--- config.mk ---
export PLATFORM = sky130hd
export DESIGN_NAME = kcq_div
export DESIGN_NICKNAME = d
export VERILOG_FILES = /design/src/rtl/kcq_pkg.sv /design/src/rtl/kcq_div.sv
export SDC_FILE = /design/constraint.sdc
export NUM_CORES = 1
export LEC_CHECK = 0
export ABC_AREA = 1
export BUFFER_PORTS_ARGS = -buffer_cell sky130_fd_sc_hd__buf_2
export CAP_MARGIN = 20
export CORE_MARGIN = 1
export CORE_UTILIZATION = 54
export DETAILED_ROUTE_END_ITERATION = 10
export PLACE_DENSITY = 0.77
export SETUP_SLACK_MARGIN = 0.2
export SYNTH_ARGS = -nofsm -noshare
export SYNTH_HDL_FRONTEND = slang
export SYNTH_SLANG_ARGS = --single-unit
--- constraint.sdc ---
create_clock -name i_clk -period 4.2 [get_ports i_clk]
set_input_delay 0.84 -clock i_clk [delete_from_list [all_inputs] [get_ports i_clk]]
set_output_delay 0.84 -clock i_clk [all_outputs]
set_load 0.02 [all_outputs]
--- src/rtl/kcq_pkg.sv ---
// ----------------------------------------------------------------------------
// kcq_pkg
// Shared sizes, codes, link types and helpers for the color quantizer.
// ----------------------------------------------------------------------------
`default_nettype none

package kcq_pkg;

    localparam int MAX_PIXELS   = 4096;
    localparam int MAX_CLUSTERS = 8;

    localparam int ADDR_W = $clog2(MAX_PIXELS);
    localparam int CNT_W  = ADDR_W + 1;
    localparam int IDX_W  = $clog2(MAX_CLUSTERS);
    localparam int KW     = IDX_W + 1;
    localparam int SUM_W  = ADDR_W + 8;
    localparam int DIST_W = 10;

    // pixel fetch, one stage per cell, one accumulate stage, one spare
    localparam int DRAIN_CYCLES = MAX_CLUSTERS + 3;
    localparam int DRAIN_W      = $clog2(DRAIN_CYCLES + 1);

    localparam logic [3:0] RST_CLUSTER_COUNT = 4'd4;
    localparam logic [7:0] RST_MAX_ITER      = 8'd20;

    localparam logic CFG_CLUSTER_COUNT = 1'b0;
    localparam logic CFG_MAX_ITER      = 1'b1;

    localparam logic CMD_LOAD = 1'b0;
    localparam logic CMD_READ = 1'b1;

    localparam logic KIND_SUMMARY = 1'b0;
    localparam logic KIND_PIXEL   = 1'b1;

    typedef enum logic [2:0] {
        ST_IDLE,
        ST_READ,
        ST_PASS,
        ST_DRAIN,
        ST_DIV_START,
        ST_DIV_WAIT,
        ST_UPDATE,
        ST_NEXT
    } t_state;

    typedef struct packed {
        logic              valid;
        logic [ADDR_W-1:0] addr;
        logic [23:0]       px;
        logic [DIST_W-1:0] score;
        logic [IDX_W-1:0]  best;
    } t_link;

    typedef struct packed {
        logic             frame_clear;
        logic             seed_we;
        logic [IDX_W-1:0] seed_idx;
        logic [23:0]      seed_px;
        logic             upd_we;
        logic [IDX_W-1:0] upd_idx;
        logic [23:0]      upd_mean;
        logic             acc_clear;
    } t_cell_ctrl;

    function automatic logic [7:0] absdiff8(input logic [7:0] a, input logic [7:0] b);
        absdiff8 = (a > b) ? (a - b) : (b - a);
    endfunction

endpackage

`default_nettype wire

--- src/rtl/kcq_div.sv ---
// ----------------------------------------------------------------------------
// kcq_div
// Restoring divider, one quotient bit per cycle. The quotient is a channel
// average, so it always fits in eight bits.
// ----------------------------------------------------------------------------
`default_nettype none

module kcq_div import kcq_pkg::*; (
    input  wire logic             i_clk,
    input  wire logic             i_rst_n,
    input  wire logic             i_start,
    input  wire logic [SUM_W-1:0] i_num,
    input  wire logic [CNT_W-1:0] i_den,
    output logic                  o_done,
    output logic [7:0]            o_quo
);

    logic             r_busy;
    logic [2:0]       r_step;
    logic [SUM_W-1:0] r_rem;
    logic [CNT_W-1:0] r_den;
    logic [7:0]       r_quo;
    logic             r_done;
    logic [SUM_W+7:0] w_trial;

    assign w_trial = (SUM_W+8)'(r_den) << r_step;

    always_ff @(posedge i_clk) begin
        if (!i_rst_n) begin
            r_busy <= 1'b0;
            r_done <= 1'b0;
        end else begin
            r_done <= 1'b0;
            if (i_start) begin
                r_busy <= 1'b1;
                r_step <= 3'd7;
                r_rem  <= i_num;
                r_den  <= i_den;
                r_quo  <= '0;
            end else if (r_busy) begin
                if ({8'd0, r_rem} >= w_trial) begin
                    r_rem         <= r_rem - w_trial[SUM_W-1:0];
                    r_quo[r_step] <= 1'b1;
                end
                if (r_step == 3'd0) begin
                    r_busy <= 1'b0;
                    r_done <= 1'b1;
                end else begin
                    r_step <= r_step - 1'b1;
                end
            end
        end
    end

    assign o_done = r_done;
    assign o_quo  = r_quo;

endmodule

`default_nettype wire

# Word-level counts from Yosys, hierarchy flattened

Cells that the tools add are included.

Bits in registers: 46
Bits in latches: 0
Memory bits (writable): 0
Memory bits (read-only): 0
Input port bits: 36
Output and inout port bits: 9
Memories: 0

$add $sub $neg: 2
Multiply operators: 0
Div/mod/pow operators: 0
$lt $le $gt $ge: 3
Equality and inequality tests: 1
Shifts and indexed selects: 1
Multiplexer cells: 13
Bitwise logic cells: 3
Reduce and logical (&&, ||, !) cells: 8

Operator list:

| operator              | number |
|---|---|
| $mux W20              | 3 |
| $ge A20 B28 Y1        | 1 |
| $shl A13 B3 Y28       | 1 |
| $sub A20 B20 Y20      | 1 |
| $mux W8               | 2 |
| $or A8 B8 Y8          | 1 |
| $mux W3               | 2 |
| $reduce_and A3 Y1     | 2 |
| $mux W1               | 5 |
| $lt A3 B4 Y1 const B  | 1 |
| $reduce_bool A2 Y1    | 2 |
| $demux W1 S3          | 1 |
| $ge A3 B1 Y1 const B  | 1 |
| $logic_not A3 Y1      | 1 |
| $reduce_or A3 Y1      | 1 |
| $sub A3 B1 Y3 const B | 1 |
| $ne A2 B2 Y1 const B  | 1 |
| $not A1 Y1            | 2 |
| $reduce_and A2 Y1     | 1 |
| $logic_and A1 B1 Y1   | 1 |

# Depth between registers and ports, before layout

Depth after elaboration: 7
Gate-level depth with buffers: 20
Gate-level depth less buffers: 19

# Worst setup path before layout

OpenSTA, ideal clock, no wires.

Path type: register to register
From: register r_step[0]
To: register r_quo[0], in the netlist o_quo[0] (enable)
Setup time: 0.385 ns
Arrival time: 2.617 ns
Required time: 3.815 ns
Slack: 1.198 ns
Cell stages (with the launch flop): 18
Path buffers: 2
Path through: edfxtp_1 > buf_4 > inv_2 > buf_2 > nand2_1 > nand2_1 > nand2_1 > o31ai_1 > o21ai_0 > ha_1 > nand2_2 > inv_2 > nand3_2 > nor3_2 > nand4_1 > nand3_1 > nand2_1 > nand2_1

Word-level cells in the longest chain between the ends: 4

Ends and longest elaborated chain:

| item                                | RTL line      | RTL |
|---|---|---|
| start, declared                     | kcq_div.sv:19 | `logic [2:0] r_step;` |
| start signal, assigned              | kcq_div.sv:49 | `r_step <= r_step - 1'b1;` |
| $shl A13 B3 Y28                     | kcq_div.sv:26 | `assign w_trial = (SUM_W+8)'(r_den) << r_step;` |
| $ge A20 B28 Y1                      | kcq_div.sv:41 | `if ({8'd0, r_rem} >= w_trial) begin` |
| $reduce_bool A2 Y1 (no source line) | --            |  |
| $reduce_and A3 Y1 (no source line)  | --            |  |
| end signal, assigned                | kcq_div.sv:39 | `r_quo <= '0;` |
| end signal, assigned by index       | kcq_div.sv:43 | `r_quo[r_step] <= 1'b1;` |
| end, declared                       | kcq_div.sv:22 | `logic [7:0] r_quo;` |

Every way passes these cells.
A chain may end at the register's enable or synchronous reset.

# Worst setup path in the final report

From: register r_step[0]
To: register r_rem[9] (enable)

Word-level cells in the longest chain between the ends: 4

Ends and longest elaborated chain:

| item                                | RTL line      | RTL |
|---|---|---|
| $shl A13 B3 Y28                     | kcq_div.sv:26 |  |
| $ge A20 B28 Y1                      | kcq_div.sv:41 |  |
| $reduce_bool A2 Y1 (no source line) | --            |  |
| $reduce_and A3 Y1 (no source line)  | --            |  |
| end signal, assigned                | kcq_div.sv:37 | `r_rem <= i_num;` |
| end signal, assigned                | kcq_div.sv:42 | `r_rem <= r_rem - w_trial[SUM_W-1:0];` |
| end, declared                       | kcq_div.sv:20 | `logic [SUM_W-1:0] r_rem;` |

Every way passes these cells.

==> results_tabular.tex <==
\begin{tabular}{lr}
\hline
Metric & Value \\
\hline
\multicolumn{2}{l}{\textbf{Outcome}} \\
\quad Status & finished, final reports clean \\
\multicolumn{2}{l}{\textbf{Setup path}} \\
\quad Critical Path Slowest Stage Cell & edfxtp\_1 \\
\quad Kind of critical path & flip-flop to flip-flop \\
\quad Critical path buffer and inverter count & 3 \\
\quad Source of the worst register-to-register timing path & r\_step[0] \\
\quad Total stage count of the critical path & 14 \\
\quad Worst-case register-to-register setup slack & 620 ps \\
\quad Endpoint of the most critical register-to-register path & r\_rem[9] \\
\quad Worst path most repeated cell & nand2\_1 \\
\quad Largest incremental delay on the critical path & 660 ps \\
\quad CP endpoint & r\_rem[9] \\
\quad Startpoint type of the worst setup path & flip-flop \\
\quad CP startpoint & r\_step[0] \\
\quad Top Family by Delay on Critical Path & compound AO/OA/AOI/OAI gates \\
\quad Arrival time at the worst endpoint & 3570 ps \\
\quad Critical path data required time & 4200 ps \\
\quad Cell-by-cell trace of the critical path & inv\_2, nand2\_1, nand2\_1, o21ai\_0, o21ai\_0, inv\_1, ha\_1, nand2\_1, o21ai\_0, a21oi\_1, nand3\_1, nand2\_1, nand2\_1, buf\_4 \\
\quad Maximum fanout along the worst path & 19 \\
\quad Number of cells on the worst reg-to-reg path & 14 \\
\quad Kind of end point of the critical path & flip-flop \\
\multicolumn{2}{l}{\textbf{STA}} \\
\quad Period utilisation layout & 85.2\% \\
\quad Clock tree skew after final layout & 9.19 ps \\
\quad Crit path time final & $\sim$3600 ps \\
\quad Timing-limited maximum frequency & 280 MHz \\
\quad Worst slack on hold paths & 466 ps \\
\quad Worst setup slack after layout & 623 ps \\
\quad Final-report hold violation count & 0 \\
\quad Worst slew slack as a fraction of its limit & between 40\% and 50\% \\
\quad Unrepaired setup endpoints after global routing & no \\
\quad Worst Tran Pin Value & 810 ps \\
\quad Total negative slack & 0 ps \\
\quad Total setup violations reported at the end of the flow & 0 \\
\quad Number of max-slew violations in the final report & 0 \\
\multicolumn{2}{l}{\textbf{Finish}} \\
\quad Commonest non-fill, non-tap cells in the layout & nand2\_1, inv\_1, buf\_2, edfxtp\_1, nand3\_1 \\
\quad Core occupancy in the finished layout & 61.9\% \\
\quad Area of the multi-input gates & 0.00190 sq mm \\
\quad FF+latch area & 0.00136 sq mm \\
\quad Number of standard cells in the final layout excluding fillers & 608 \\
\quad Layout net count & 589 \\
\quad P\&R area growth vs syn & 11.0\% \\
\quad Fillers & 575 \\
\quad Share of cells above drive strength 1 & 15.3\% \\
\quad Most common library cell in the layout ignoring fill and taps & nand2\_1 \\
\quad Final design area excluding fillers & 0.00393 sq mm \\
\quad \# diodes & 0 \\
\multicolumn{2}{l}{\textbf{Pwr}} \\
\quad Reported net switching power & 586 uW \\
\quad Power per standard cell area & about 400 mW/mm\^{}2 \\
\quad Switching Fraction & 37.7\% \\
\quad Proportion of power drawn by combinational gates & 39.9\% \\
\quad Total design power & 1.56 mW \\
\quad Sequential Power Share & 38.2\% \\
\quad Leakage power & 1.91 nW \\
\quad Maximum vdd drop & between 0.2 and 0.25 mV \\
\quad Clock share of power & 21.9\% \\
\quad Cell internal pwr & 970 uW \\
\multicolumn{2}{l}{\textbf{Detailed routing}} \\
\quad DR DRC count & 0 \\
\quad Total wire length after detailed routing & 8.52 mm \\
\quad Via count normalized by instance count & 5.37 \\
\quad First drt pass iteration count & 5 \\
\quad 1st-iter DRT viols & 192 \\
\quad Detail Route Antenna Nets & 0 \\
\quad Count of vias placed by the detailed router & 3263 \\
\quad Post-detailed-route wirelength per cell & around 14 um \\
\multicolumn{2}{l}{\textbf{Synthesis}} \\
\quad Complex-gate fraction of the synthesized area & 9.65\% \\
\quad Net count after synthesis & 549 \\
\quad Synth Register Bits & between 40 and 50 \\
\quad Post-Syn Area & 0.00354 sq mm \\
\quad Number of synthesis warnings & 0 \\
\quad Combinational family with the most area after synthesis & simple AND/OR/NAND/NOR gates \\
\quad Synth Area in Simple Gates & 33.8\% \\
\quad Mux share of post-synthesis cell area & 0.848\% \\
\quad Post-synthesis adder-cell area fraction & 8.34\% \\
\quad Post-synthesis share of cell area spent on xor and xnor gates & 0.990\% \\
\quad Share of synthesized area occupied by flip-flops and latches & approximately 38\% \\
\quad Syn Area/Cell & 7.22 sq um \\
\quad Syn Inst Count & 490 \\
\quad Post-synth cell types & 36 \\
\multicolumn{2}{l}{\textbf{Placement}} \\
\quad DP HPWL & 6.73 mm \\
\quad Pre-CTS setup slack & between 600 and 700 ps \\
\quad Port buffer count & 44 \\
\quad Placed instance area & $\sim$0.0038 sq mm \\
\quad Number of placed instances, taps included & 600 \\
\quad Final weighted congestion of routability-driven global placement & around 0.95 \\
\multicolumn{2}{l}{\textbf{Hold path}} \\
\quad Worst hold path depth & 2 \\
\quad Path category of the worst min-delay check & flip-flop to flip-flop \\
\multicolumn{2}{l}{\textbf{Clock network}} \\
\quad CTS tree & built \\
\quad Cts hold-fix bufs & 0 \\
\quad Root buffer selected by CTS & clkbuf\_8 \\
\quad Clock latency on the worst-skew pair & $\sim$300 ps \\
\quad Inserted Clock Buffers & 5 \\
\quad Cts repair resizes & 0 \\
\quad Clock Path Buffers & 2 \\
\quad H-tree level count & 2 \\
\quad Post-CTS setup-driven buffer insertion count & 0 \\
\quad Clock-pin slew on the worst setup and hold paths & around 90 ps \\
\quad Number of sinks driven by the clock tree & 46 \\
\multicolumn{2}{l}{\textbf{Floorplan}} \\
\quad Cell Rows & 29 \\
\quad Die span in y & $\sim$83 um \\
\quad Initial cell density of the core & 55.7\% \\
\quad Area of the core & 0.00635 sq mm \\
\quad Number of primary I/O pins & 45 \\
\quad X dimension of the die & just over 80 um \\
\quad Area of the die & 0.00688 sq mm \\
\multicolumn{2}{l}{\textbf{Global route}} \\
\quad Maximum number of pins on one net before global-route repair & 34 \\
\quad Total congestion overflow & 0 \\
\quad Global-route wire length before repair & between 10 and 15 mm \\
\quad Total GRT Usage & 25.5\% \\
\quad Initial antenna violation count & 0 \\
\quad Via count of the first global-routing pass & about 3100 \\
\multicolumn{2}{l}{\textbf{Run}} \\
\quad Number of max-cap violations & 0 \\
\hline
\end{tabular}
## how the worst min path moves through the flow
stage,endpoint,start
global route,o_done,r_busy
CTS,o_done,r_busy
detailed placement,o_done,r_busy
global placement,o_done,r_busy
finish,o_done,r_busy
floorplan,o_done,r_busy
## synth_stat cells
library cell	number	area share (%)
xor2_1	1	0.25
o31ai_1	1	0.21
a31oi_1	2	0.35
o21ai_1	4	0.57
inv_1	53	5.6
fa_1	1	0.57
a21oi_2	3	0.74
mux2i_1	3	0.85
clkinv_1	1	0.11
o21bai_1	2	0.42
clkbuf_1	7	0.74
a21oi_1	20	2.8
nor3_1	5	0.71
edfxtp_1	44	37
nand4_1	3	0.53
nand2_2	6	1.1
and2_4	1	0.25
nand3_2	4	1.1
nand3b_1	3	0.64
nor2_1	32	3.4
buf_2	6	0.85
ha_1	22	7.8
and2_1	1	0.18
xnor2_1	3	0.74
nor3_2	2	0.57
buf_4	1	0.21
or2_1	2	0.35
nand3_1	34	4.8
inv_2	4	0.42
o22ai_1	2	0.35
o21a_1	1	0.21
o21ai_0	28	4.0
dfxtp_1	2	1.1
nand2_1	180	19
nor2_2	2	0.35
or2_2	4	0.71
## worst register-to-register path, delay by kind of cell (launching register included)
kind	cells	cell delay, ps
buf+inv	3	700
fa+ha+maj	1	410
simple gates	6	740
compound gates	4	780
flops	1	660
## final cells by class
type                    count  area share [%]
inverters                  58            5.54
flip-flops and latches     46            34.7
repair buffers             47            6.18
clock buffers               5            1.75
clock inverters             3            1.12
multi-input cells         372            48.3
well taps                  77            2.45
## metal layers
metal / wire, um / GRT usage, %
met3: 392 / 3.38
met2: 4040 / 42.7
met4: 167 / 8.62
met5: 0 / 0
met1: 3920 / 34.0
## state kept, by name, summed over array words and instances (netlist names)
signal / flops
r_step: 3
r_rem: 20
r_den: 13
o_done: 1
r_busy: 1
o_quo: 8
## power by group through the flow
stage / logic (mW) / clock network [mW] / registers (mW)
2_1_floorplan: 0.472 / 0 / 0.600
3_3_place_gp: 0.600 / 0 / 0.605
3_5_place_dp: 0.611 / 0 / 0.606
4_1_cts: 0.615 / 0.347 / 0.595
5_1_grt: 0.705 / 0.361 / 0.601
6_report: 0.621 / 0.340 / 0.595
## cells by family after synthesis
kind of cell,after synthesis
AND/OR/NAND/NOR,279
buffers and inverters,72
AO/OA/AOI/OAI,63
flip-flops,46
adder cells (fa/ha/maj),23
XOR/XNOR,4
multiplexers,3
Power figures use the tool's default switching activity.
