$ cat config.mk
export PLATFORM = sky130hd
export DESIGN_NAME = kcq_cell
export DESIGN_NICKNAME = d
export VERILOG_FILES = /design/src/rtl/kcq_pkg.sv /design/src/rtl/kcq_cell.sv
export SDC_FILE = /design/constraint.sdc
export NUM_CORES = 1
export LEC_CHECK = 0
export BUFFER_PORTS_ARGS = -buffer_cell sky130_fd_sc_hd__buf_4
export CAP_MARGIN = 40
export CORE_UTILIZATION = 53
export CTS_CLUSTER_SIZE = 16
export DETAILED_ROUTE_END_ITERATION = 8
export HOLD_SLACK_MARGIN = 0.1
export PLACE_DENSITY = 0.84
export SYNTH_ARGS = -nofsm -noshare
export SYNTH_HDL_FRONTEND = slang
export SYNTH_SLANG_ARGS = --single-unit
$ cat constraint.sdc
create_clock -name i_clk -period 14.36 [get_ports i_clk]
set_input_delay 3.59 -clock i_clk [delete_from_list [all_inputs] [get_ports i_clk]]
set_output_delay 3.59 -clock i_clk [all_outputs]
set_load 0.03 [all_outputs]
$ cat src/rtl/kcq_pkg.sv
// ----------------------------------------------------------------------------
// kcq_pkg
// Shared sizes, codes, link types and helpers for the color quantizer.
// ----------------------------------------------------------------------------
`default_nettype none

package kcq_pkg;

    localparam int MAX_PIXELS   = 4096;
    localparam int MAX_CLUSTERS = 8;

    localparam int ADDR_W = $clog2(MAX_PIXELS);
    localparam int CNT_W  = ADDR_W + 1;
    localparam int IDX_W  = $clog2(MAX_CLUSTERS);
    localparam int KW     = IDX_W + 1;
    localparam int SUM_W  = ADDR_W + 8;
    localparam int DIST_W = 10;

    // pixel fetch, one stage per cell, one accumulate stage, one spare
    localparam int DRAIN_CYCLES = MAX_CLUSTERS + 3;
    localparam int DRAIN_W      = $clog2(DRAIN_CYCLES + 1);

    localparam logic [3:0] RST_CLUSTER_COUNT = 4'd4;
    localparam logic [7:0] RST_MAX_ITER      = 8'd20;

    localparam logic CFG_CLUSTER_COUNT = 1'b0;
    localparam logic CFG_MAX_ITER      = 1'b1;

    localparam logic CMD_LOAD = 1'b0;
    localparam logic CMD_READ = 1'b1;

    localparam logic KIND_SUMMARY = 1'b0;
    localparam logic KIND_PIXEL   = 1'b1;

    typedef enum logic [2:0] {
        ST_IDLE,
        ST_READ,
        ST_PASS,
        ST_DRAIN,
        ST_DIV_START,
        ST_DIV_WAIT,
        ST_UPDATE,
        ST_NEXT
    } t_state;

    typedef struct packed {
        logic              valid;
        logic [ADDR_W-1:0] addr;
        logic [23:0]       px;
        logic [DIST_W-1:0] score;
        logic [IDX_W-1:0]  best;
    } t_link;

    typedef struct packed {
        logic             frame_clear;
        logic             seed_we;
        logic [IDX_W-1:0] seed_idx;
        logic [23:0]      seed_px;
        logic             upd_we;
        logic [IDX_W-1:0] upd_idx;
        logic [23:0]      upd_mean;
        logic             acc_clear;
    } t_cell_ctrl;

    function automatic logic [7:0] absdiff8(input logic [7:0] a, input logic [7:0] b);
        absdiff8 = (a > b) ? (a - b) : (b - a);
    endfunction

endpackage

`default_nettype wire

$ cat src/rtl/kcq_cell.sv
// ----------------------------------------------------------------------------
// kcq_cell
// One cluster: holds its mean, compares it against the pixel passing down
// the chain, and accumulates the members that the chain tail assigns to it.
// ----------------------------------------------------------------------------
`default_nettype none

module kcq_cell import kcq_pkg::*; (
    input  wire logic             i_clk,
    input  wire logic             i_rst_n,
    input  wire logic [IDX_W-1:0] i_idx,
    input  wire logic             i_active,
    input  wire t_cell_ctrl       i_ctrl,
    input  wire t_link            i_link,
    input  wire t_link            i_tail,
    output t_link                 o_link,
    output logic [23:0]           o_mean,
    output logic [SUM_W-1:0]      o_sum_r,
    output logic [SUM_W-1:0]      o_sum_g,
    output logic [SUM_W-1:0]      o_sum_b,
    output logic [CNT_W-1:0]      o_count
);

    logic [23:0]       r_mean;
    t_link             r_link;
    t_link             n_link;
    logic [SUM_W-1:0]  r_sum_r, r_sum_g, r_sum_b;
    logic [CNT_W-1:0]  r_count;
    logic [DIST_W-1:0] w_dist;

    always_comb begin
        w_dist = DIST_W'(absdiff8(r_mean[23:16], i_link.px[23:16]))
               + DIST_W'(absdiff8(r_mean[15:8],  i_link.px[15:8]))
               + DIST_W'(absdiff8(r_mean[7:0],   i_link.px[7:0]));
        n_link = i_link;
        // strict compare keeps ties on the lower index
        if (i_active && (w_dist < i_link.score)) begin
            n_link.score = w_dist;
            n_link.best  = i_idx;
        end
    end

    always_ff @(posedge i_clk) begin
        if (!i_rst_n) begin
            r_link.valid <= 1'b0;
        end else begin
            r_link.valid <= i_link.valid;
        end
        r_link.addr  <= n_link.addr;
        r_link.px    <= n_link.px;
        r_link.score <= n_link.score;
        r_link.best  <= n_link.best;
    end

    always_ff @(posedge i_clk) begin
        if (!i_rst_n) begin
            r_mean <= '0;
        end else if (i_ctrl.seed_we && (i_ctrl.seed_idx == i_idx)) begin
            r_mean <= i_ctrl.seed_px;
        end else if (i_ctrl.frame_clear) begin
            r_mean <= '0;
        end else if (i_ctrl.upd_we && (i_ctrl.upd_idx == i_idx)) begin
            r_mean <= i_ctrl.upd_mean;
        end
    end

    always_ff @(posedge i_clk) begin
        if (!i_rst_n || i_ctrl.acc_clear) begin
            r_sum_r <= '0;
            r_sum_g <= '0;
            r_sum_b <= '0;
            r_count <= '0;
        end else if (i_tail.valid && (i_tail.best == i_idx)) begin
            r_sum_r <= r_sum_r + SUM_W'(i_tail.px[23:16]);
            r_sum_g <= r_sum_g + SUM_W'(i_tail.px[15:8]);
            r_sum_b <= r_sum_b + SUM_W'(i_tail.px[7:0]);
            r_count <= r_count + 1'b1;
        end
    end

    assign o_link  = r_link;
    assign o_mean  = r_mean;
    assign o_sum_r = r_sum_r;
    assign o_sum_g = r_sum_g;
    assign o_sum_b = r_sum_b;
    assign o_count = r_count;

endmodule

`default_nettype wire

Word-level counts from Yosys, hierarchy flattened. Cells that the tools add are included.

Output and inout port bits: 147. Bits in registers: 147. Word-level logic and storage cells: 43.

Equal/unequal tests: 3. Mux-type cells: 7. Reduce and logical (&&, ||, !) cells: 7. Add/sub/neg operators: 12. $lt $le $gt $ge: 4.

Operator list (number): $mux 24 (3); $add 20x8->20 (3); $sub 8x8->8 (6); $gt 8x8->1 (3); $mux 8 (3); $add 13x1->13 const B (1); $mux 13 (1); $add 9x8->10 (1); $lt 10x10->1 (1); $add 8x8->9 (1); $eq 3x3->1 (3); $logic_and 1x1->1 (4); $reduce_bool 3->1 (1); $logic_not 1->1 (1); $logic_or 1x1->1 (1).

Logic depth before layout (Yosys ltp). Gate-level depths: netlist (run 1).

Depth after elaboration: 7. Mapped depth: 27.

Least setup slack after synthesis (run 1). OpenSTA, ideal clock, no wires.

Path type: input to register. Start: input i_link[13] in the netlist's numbering. End: register r_link, in the netlist o_link[2]. Path buffers: 2. Library setup time: 121 ps. Data required time: 14239 ps. Arrival: 8560 ps. Stages: 25. Slack: 5679 ps. Cells stage by stage: ha_1 > inv_1 > fa_1 > a21o_1 > a21oi_1 > o21ai_0 > a21boi_0 > buf_2 > mux2_2 > fa_1 > ha_1 > fa_1 > a21o_1 > a21oi_1 > o21bai_1 > a21oi_1 > xnor2_1 > ha_1 > a21oi_1 > nor2b_1 > o21ai_0 > nand4b_1 > nor2_1 > buf_2 > mux2_2.

RTL lines: from (decl) (RTL line kcq_cell.sv:14) `input wire t_link i_link,`; to (decl) (RTL line kcq_cell.sv:25) `t_link r_link;`.

==> results.md, run 1 <==
- Outcome: completed
- CP Data Arrival Time: roughly 9.5 ns
- CTS tree: built
- CTS H-tree depth: 4
- Clock insertion delay at the later pin of the skew report: roughly 0.44 ns
- Post-Syn Nets: 1298
- Worst-Margin Slew: between 0.8 and 0.9 ns
- Dpl ws: between 4 and 5 ns
- Fin. max-slew vios: 0
- Layout cell share with drive strength beyond 1: 0.268
- Dpl hpwl: between 15 and 20 mm
- Placer Congestion: between 0.9 and 1
- Leakage: just under 6 nW
- Count of mapped cells out of synthesis: 1030
- Primary FF master, synth: dfxtp_1
- Setup CP Type: in -> reg
- Largest net degree at the start of global routing: around 70
- Fill cells: 1286
- Async S/R FF share, synth: 0
- Hold crit path type: reg -> reg
- Total power: around 1.7 mW
- Max-Slew Margin vs Limit: 0.449
- Synth-to-layout area growth: 32.6%
- Die ar.: about 18000 µm²
- Vias in the first global route: slightly above 8000
- Fmax: 0.108 GHz
- DRT iter0 DRCs: between 300 and 400
- Most common cell in the netlist: dfxtp_1
- Final Hold Fails: 0
- P per Cell Area: 138 nW/µm²
- Max_cap viols: 0
- Core area: roughly 17000 µm²
- Total GRT Usage: 0.276
- Clock edge transition at the registers on the reported setup and hold paths: 0.07 ns
- Leading area contributor after synthesis: dfxtp_1
- Port Buf Inserts: 288
- Mean Syn Cell Area: 8.82 µm²
- Hold_buf cts: 0
- Mapped Area: roughly 9100 µm²
- WL final: 24.3 mm
- WL/cell: between 15 and 20 µm
- Post-synth top cells: 147 x dfxtp_1, 122 x inv_1, 86 x ha_1
- Period utilization: 0.642
- Register area: approximately 2900 µm²
- Post-Place Cells: about 1500
- Final critical-path setup slack: approximately 5.1 ns
- DR pass1 iterations: 7
- # IOs: around 310
- Minimum clock period: between 9 and 10 ns
- Die Span Y: 133 µm
- Resize count post-CTS: 0
- CP Launch Type: input port
- Setup TNS: 0 ns
- Area of the multi-input gates: 5540 µm²
- Number of setup violations in the final report: 0
- CTS Buf Count: 17
- Register area share after synthesis: 0.324
- Flops & latches, synth: around 150
- EDFF count, synth: 0
- Die X: between 100 and 150 µm
- Postcts setup bufs: 0
- Cell variety after synth: 53
- Endpoint class of the critical path: register
- First-pass GRT wire length: 39.2 mm
- Unrepaired setup endpoints after global routing: no
- Row cnt: between 40 and 50
- Worst Path Max Fanout: 13
- Drt drc: 0
- Main area contributors after synthesis: dfxtp_1 32%, ha_1 12%, inv_1 5.0%
- Initial antenna violation count: 0
- Share of the synthesized area in the top cell type: 0.324
- CTS root buffer: clkbuf_16
- Critical path required time: roughly 15 ns
- Setup Skew: 0.0108 ns
- N_diodes: 0
- Total grt overflow: 0
- Yosys Warn Count: 0
- # clock sinks: about 150
- Finished Layout Cells: between 1500 and 2000
- Antenna-violating nets left: 0
- Core Util, Final: 0.724
- Starting density of the core: 0.546
- Final #Nets: ~1600
- Maximum clock path buffer count: 2
- Vias: approximately 8400
- Peak VDD IR: ~90 µV
- Vias per cell: 5.43
## placed cells by master (no fill, tap or decap), drive strengths merged, types with 4 or more instances in the layout
master / n
ha: 86
xnor2: 34
nand4: 21
a21oi: 72
a31oi: 4
and2: 10
nand3b: 27
a21boi: 7
or4: 4
clkbuf: 18
o31ai: 4
a21o: 19
nand2b: 4
nor3: 14
or3: 7
inv: 130
o21a: 7
nor4: 4
o211ai: 31
and4: 7
o21ai: 21
o21bai: 9
nor2b: 12
dfxtp: 147
and3: 15
o211a: 25
fa: 18
mux2i: 19
o2111ai: 4
buf: 295
nor2: 65
nand2: 58
nand3: 29
a211oi: 12
xor2: 44
mux2: 18
## path summary, 6_finish.rpt
check / startpoint / to / slack (ns) / depth (start not counted)
max reg2reg: o_mean[0] / o_link[11] / 7.98 / 26
min reg2reg: o_sum_g[5] / o_sum_g[5] / 0.48 / 2
min: o_sum_g[5] / o_sum_g[5] / 0.48 / 2
max: i_link[13] / o_link[11] / 5.14 / 26
## flip-flops by register name, indices dropped and copies added, names as in the netlist
signal / count
o_count: 13
o_link: 50
o_mean: 24
o_sum_b: 20
o_sum_g: 20
o_sum_r: 20
## metal layers
layer / share of wire / routed length (µm) / vias up / GRT usage
met4: 0.023 / 548 / 0 / 0.0990
met5: 0 / 0 / - / 0
met1: 0.41 / 9890 / 3894 / 0.318
li1: - / - / 4129 / -
met3: 0.064 / 1560 / 42 / 0.0563
met2: 0.51 / 12300 / 287 / 0.502
## layout make-up
cell class / count / share of cell area
Multi-Input combinational cell: 723 / 0.460
Sequential cell: 147 / 0.244
Timing Repair Buffer: 295 / 0.184
Inverter: 122 / 0.0380
Clock buffer: 18 / 0.0356
Tap cell: 220 / 0.0229
Clock inverter: 14 / 0.0157
## critical path: stages
cell and delay, ns:
buf_4 0.10, ha_1 0.14, inv_1 0.06, fa_1 0.39, a21o_1 0.18, a21oi_1 0.18, o21ai_0 0.15, a21boi_0 0.67
buf_2 0.29, mux2_2 0.38, fa_1 0.44, ha_1 0.25, fa_1 0.41, a21o_1 0.17, a21oi_1 0.25, o21bai_1 0.10
a21oi_1 0.18, xnor2_1 0.18, ha_1 0.29, a21oi_1 0.14, nor2b_1 0.07, o21ai_0 0.14, nand4b_1 0.11, nor2_1 0.11
buf_4 0.23, mux2_2 0.37
## logic make-up after synthesis
| family | count (synthesis) | share of synthesized area |
|---|---|---|
| AO/OA/AOI/OAI | 221 | 0.166 |
| XOR/XNOR | 78 | 0.0752 |
| adder cells (fa/ha/maj) | 104 | 0.158 |
| flip-flops | 147 | 0.324 |
| AND/OR/NAND/NOR | 283 | 0.166 |
| multiplexers | 37 | 0.0432 |
| buffers and inverters | 160 | 0.0669 |
## through the flow
step / cell area (µm²) / hold WS (ns)
floorplan: 9090 / 0.592
global placement: 11400 / 0.458
detailed placement: 11400 / 0.470
CTS: 12000 / 0.477
global route: 12000 / 0.507
finish: 12000 / 0.476
## where the power goes
part	internal (mW)	switching, mW	leakage [nW]
Sequential	0.443	0.0168	1.21
Clock	0.279	0.198	0.297
Combinational	0.333	0.398	4.36
Total	1.06	0.612	5.86
Power figures use the tool's default switching activity.
==> inputs of run 2 (changes only) <==
--- a/config.mk
+++ b/config.mk
@@ -7,11 +7,11 @@
 export LEC_CHECK = 0
 export BUFFER_PORTS_ARGS = -buffer_cell sky130_fd_sc_hd__buf_4
 export CAP_MARGIN = 40
-export CORE_UTILIZATION = 53
+export CORE_UTILIZATION = 46
 export CTS_CLUSTER_SIZE = 16
 export DETAILED_ROUTE_END_ITERATION = 8
 export HOLD_SLACK_MARGIN = 0.1
-export PLACE_DENSITY = 0.84
+export PLACE_DENSITY = 0.77
 export SYNTH_ARGS = -nofsm -noshare
 export SYNTH_HDL_FRONTEND = slang
 export SYNTH_SLANG_ARGS = --single-unit
==> constraint.sdc (replaced) <==
create_clock -name i_clk -period 7.64 [get_ports i_clk]
set_input_delay 1.91 -clock i_clk [delete_from_list [all_inputs] [get_ports i_clk]]
set_output_delay 1.91 -clock i_clk [all_outputs]
set_load 0.03 [all_outputs]
==> run 2 against run 1 <==
  * Clock skew hardly changed
  * Non-clock buffer count is 2 higher
  * Register-to-register slack worse by 6.2 ns
  * Core utilization is 10 points lower
  * Total power is 85% higher
  * Clock power is 79% higher
  * Final cell count is 3.1% higher
  * Clock-buffer cell count is 1 lower
  * Highest routed layer unchanged
  * Design area is 0.38% higher
  * Sequential power is 88% higher
  * Sequential share of layout area is 0.093 points lower
  * Global-route usage is 3.9 points lower
==> results.md, run 2 (same netlist as run 1, synthesis figures left out) <==
- Outcome: completed
- CTS H-tree depth: 4
- Crit path buffers/inverters: 4
- # IOs: approximately 310
- Vias: between 8000 and 9000
- Resize count post-CTS: 0
- Worst Path Max Fanout: 13
- Final Hold Fails: 0
- Fin. max-slew vios: 0
- CTS tree: built
- First-pass GRT wire length: between 30 and 40 mm
- Die Span Y: between 100 and 150 µm
- Number of setup violations in the final report: 0
- Layout cell share with drive strength beyond 1: 0.269
- Max_cap viols: 0
- Row cnt: a little over 50
- Hold crit path type: reg -> reg
- Top Layer Used: met4
- Final #Nets: 1576
- Port Buf Inserts: 288
- DRT met1 WL: slightly above 10 mm
- CTS root buffer: clkbuf_16
- CP Data Arrival Time: between 7 and 8 ns
- Fmax: 0.142 GHz
- Hold Path Cell Cnt: 2
- Largest register FFs: 50
- Total power: slightly above 3 mW
- Max-Slew Margin vs Limit: 0.510
- # clock sinks: between 100 and 150
- Critical path required time: between 7 and 8 ns
- CP dominant cell by count: a21oi_1
- Initial antenna violation count: 0
- CP max-delay cell: fa_1
- WL/cell: roughly 15 µm
- Endpoint class of the critical path: register
- CP max stage delay: approximately 0.46 ns
- Core area: slightly below 20000 µm²
- Maximum clock path buffer count: 2
- Peak VDD IR: around 160 µV
- Drt drc: 0
- Period utilization: 0.924
- Hold endpoint: o_sum_g[7]
- Setup Skew: 0.0111 ns
- Core Util, Final: 0.623
- CP Launch Type: input port
- Met2 WL: roughly 12 mm
- Cell family with most CP delay: adder cells
- Die ar.: 20300 µm²
- Hold_buf cts: 0
- RR Endpoint: o_link[9]
- Post-Place Cells: about 1600
- Unrepaired setup endpoints after global routing: no
- Commonest cells after routing, fill and taps aside: 297 x buf_4, 147 x dfxtp_1, 122 x inv_1, 86 x ha_1, 72 x a21oi_1
- Total GRT Usage: 0.237
- Starting density of the core: 0.468
- Setup TNS: 0 ns
- Postcts setup bufs: 0
- CTS Buf Count: 17
- Setup CP Type: in -> reg
- DRT iter0 DRCs: 310
- Vias in the first global route: slightly below 8000
- WL final: between 20 and 25 mm
- Worst r2r src: o_mean[0]
- Leakage: roughly 5.9 nW
- DR pass1 iterations: 4
- Hold Crit Start: o_sum_g[7]
- Setup slack, reg-to-reg: 1.74 ns
- Dpl hpwl: 18.8 mm
- Worst-Margin Slew: 0.735 ns
- Most common cell after layout, fill and taps aside: buf_4
- Clock edge transition at the registers on the reported setup and hold paths: ~0.07 ns
- Antenna-violating nets left: 0
- R2R cell count: 26
- Total grt overflow: 0
- Synth-to-layout area growth: 33.1%
- Die X: 143 µm
- P per Cell Area: between 200 and 300 nW/µm²
- Finished Layout Cells: roughly 1600
- N_diodes: 0
- Placer Congestion: slightly above 0.9
- Metal3 WL: around 1.6 mm
- Vias per cell: 5.19
- Clock insertion delay at the later pin of the skew report: between 0.4 and 0.5 ns
- Largest net degree at the start of global routing: 71
- Minimum clock period: around 7.1 ns
## run 2: cell types whose count changed in the layout (fill, tap and decap cells not counted), sizes merged
cell	delta
buf	+2
bufinv	-2
clkinvlp	-1
clkbuf	-1
clkinv	+4
## run 2: worst min-delay path: cells and delay by family (launching register included)
| kind | cells | cell delay, ns |
|---|---|---|
| simple gates | 1 | 0.06 |
| flops | 1 | 0.32 |
| compound gates | 1 | 0.05 |
## run 2: where the power goes
group	internal [mW]	leakage (nW)	switching, mW
Combinational	0.624	4.37	0.738
Clock	0.465	0.289	0.387
Sequential	0.833	1.21	0.0309
Total	1.92	5.87	1.16
## run 2: worst max path at each step
stage / from / end / cells after the start
3_3_place_gp: i_link[13] / o_link[11] / 26
2_1_floorplan: i_link[13] / o_link[2] / 25
3_5_place_dp: i_link[13] / o_link[10] / 26
4_1_cts: i_link[13] / o_link[9] / 26
6_report: i_link[13] / o_link[9] / 26
5_1_grt: i_link[13] / o_link[3] / 26
## run 2: area by class of cell
| cell class | count | area (µm²) |
|---|---|---|
| Tap cell | 265 | 332 |
| Timing Repair Buffer | 297 | 2230 |
| Clock buffer | 17 | 425 |
| Inverter | 122 | 458 |
| Clock inverter | 15 | 165 |
| Fill cell | 1727 | 7310 |
| Sequential cell | 147 | 2940 |
| Multi-Input combinational cell | 723 | 5540 |
## run 2: metal layers
metal	vias up	GRT usage
met5	-	0
met4	0	0.0973
met3	37	0.0616
met2	275	0.415
met1	3798	0.274
li1	4129	-
## run 2: per-stage QoR
step                hold slack, ns  instance area (µm²)  setup slack (ns)
floorplan                    0.592                 9090             0.639
detailed placement           0.466                11500             0.188
global route                 0.504                12100             0.208
CTS                          0.475                12100             0.581
global placement             0.458                11500             0.277
finish                       0.475                12100             0.581
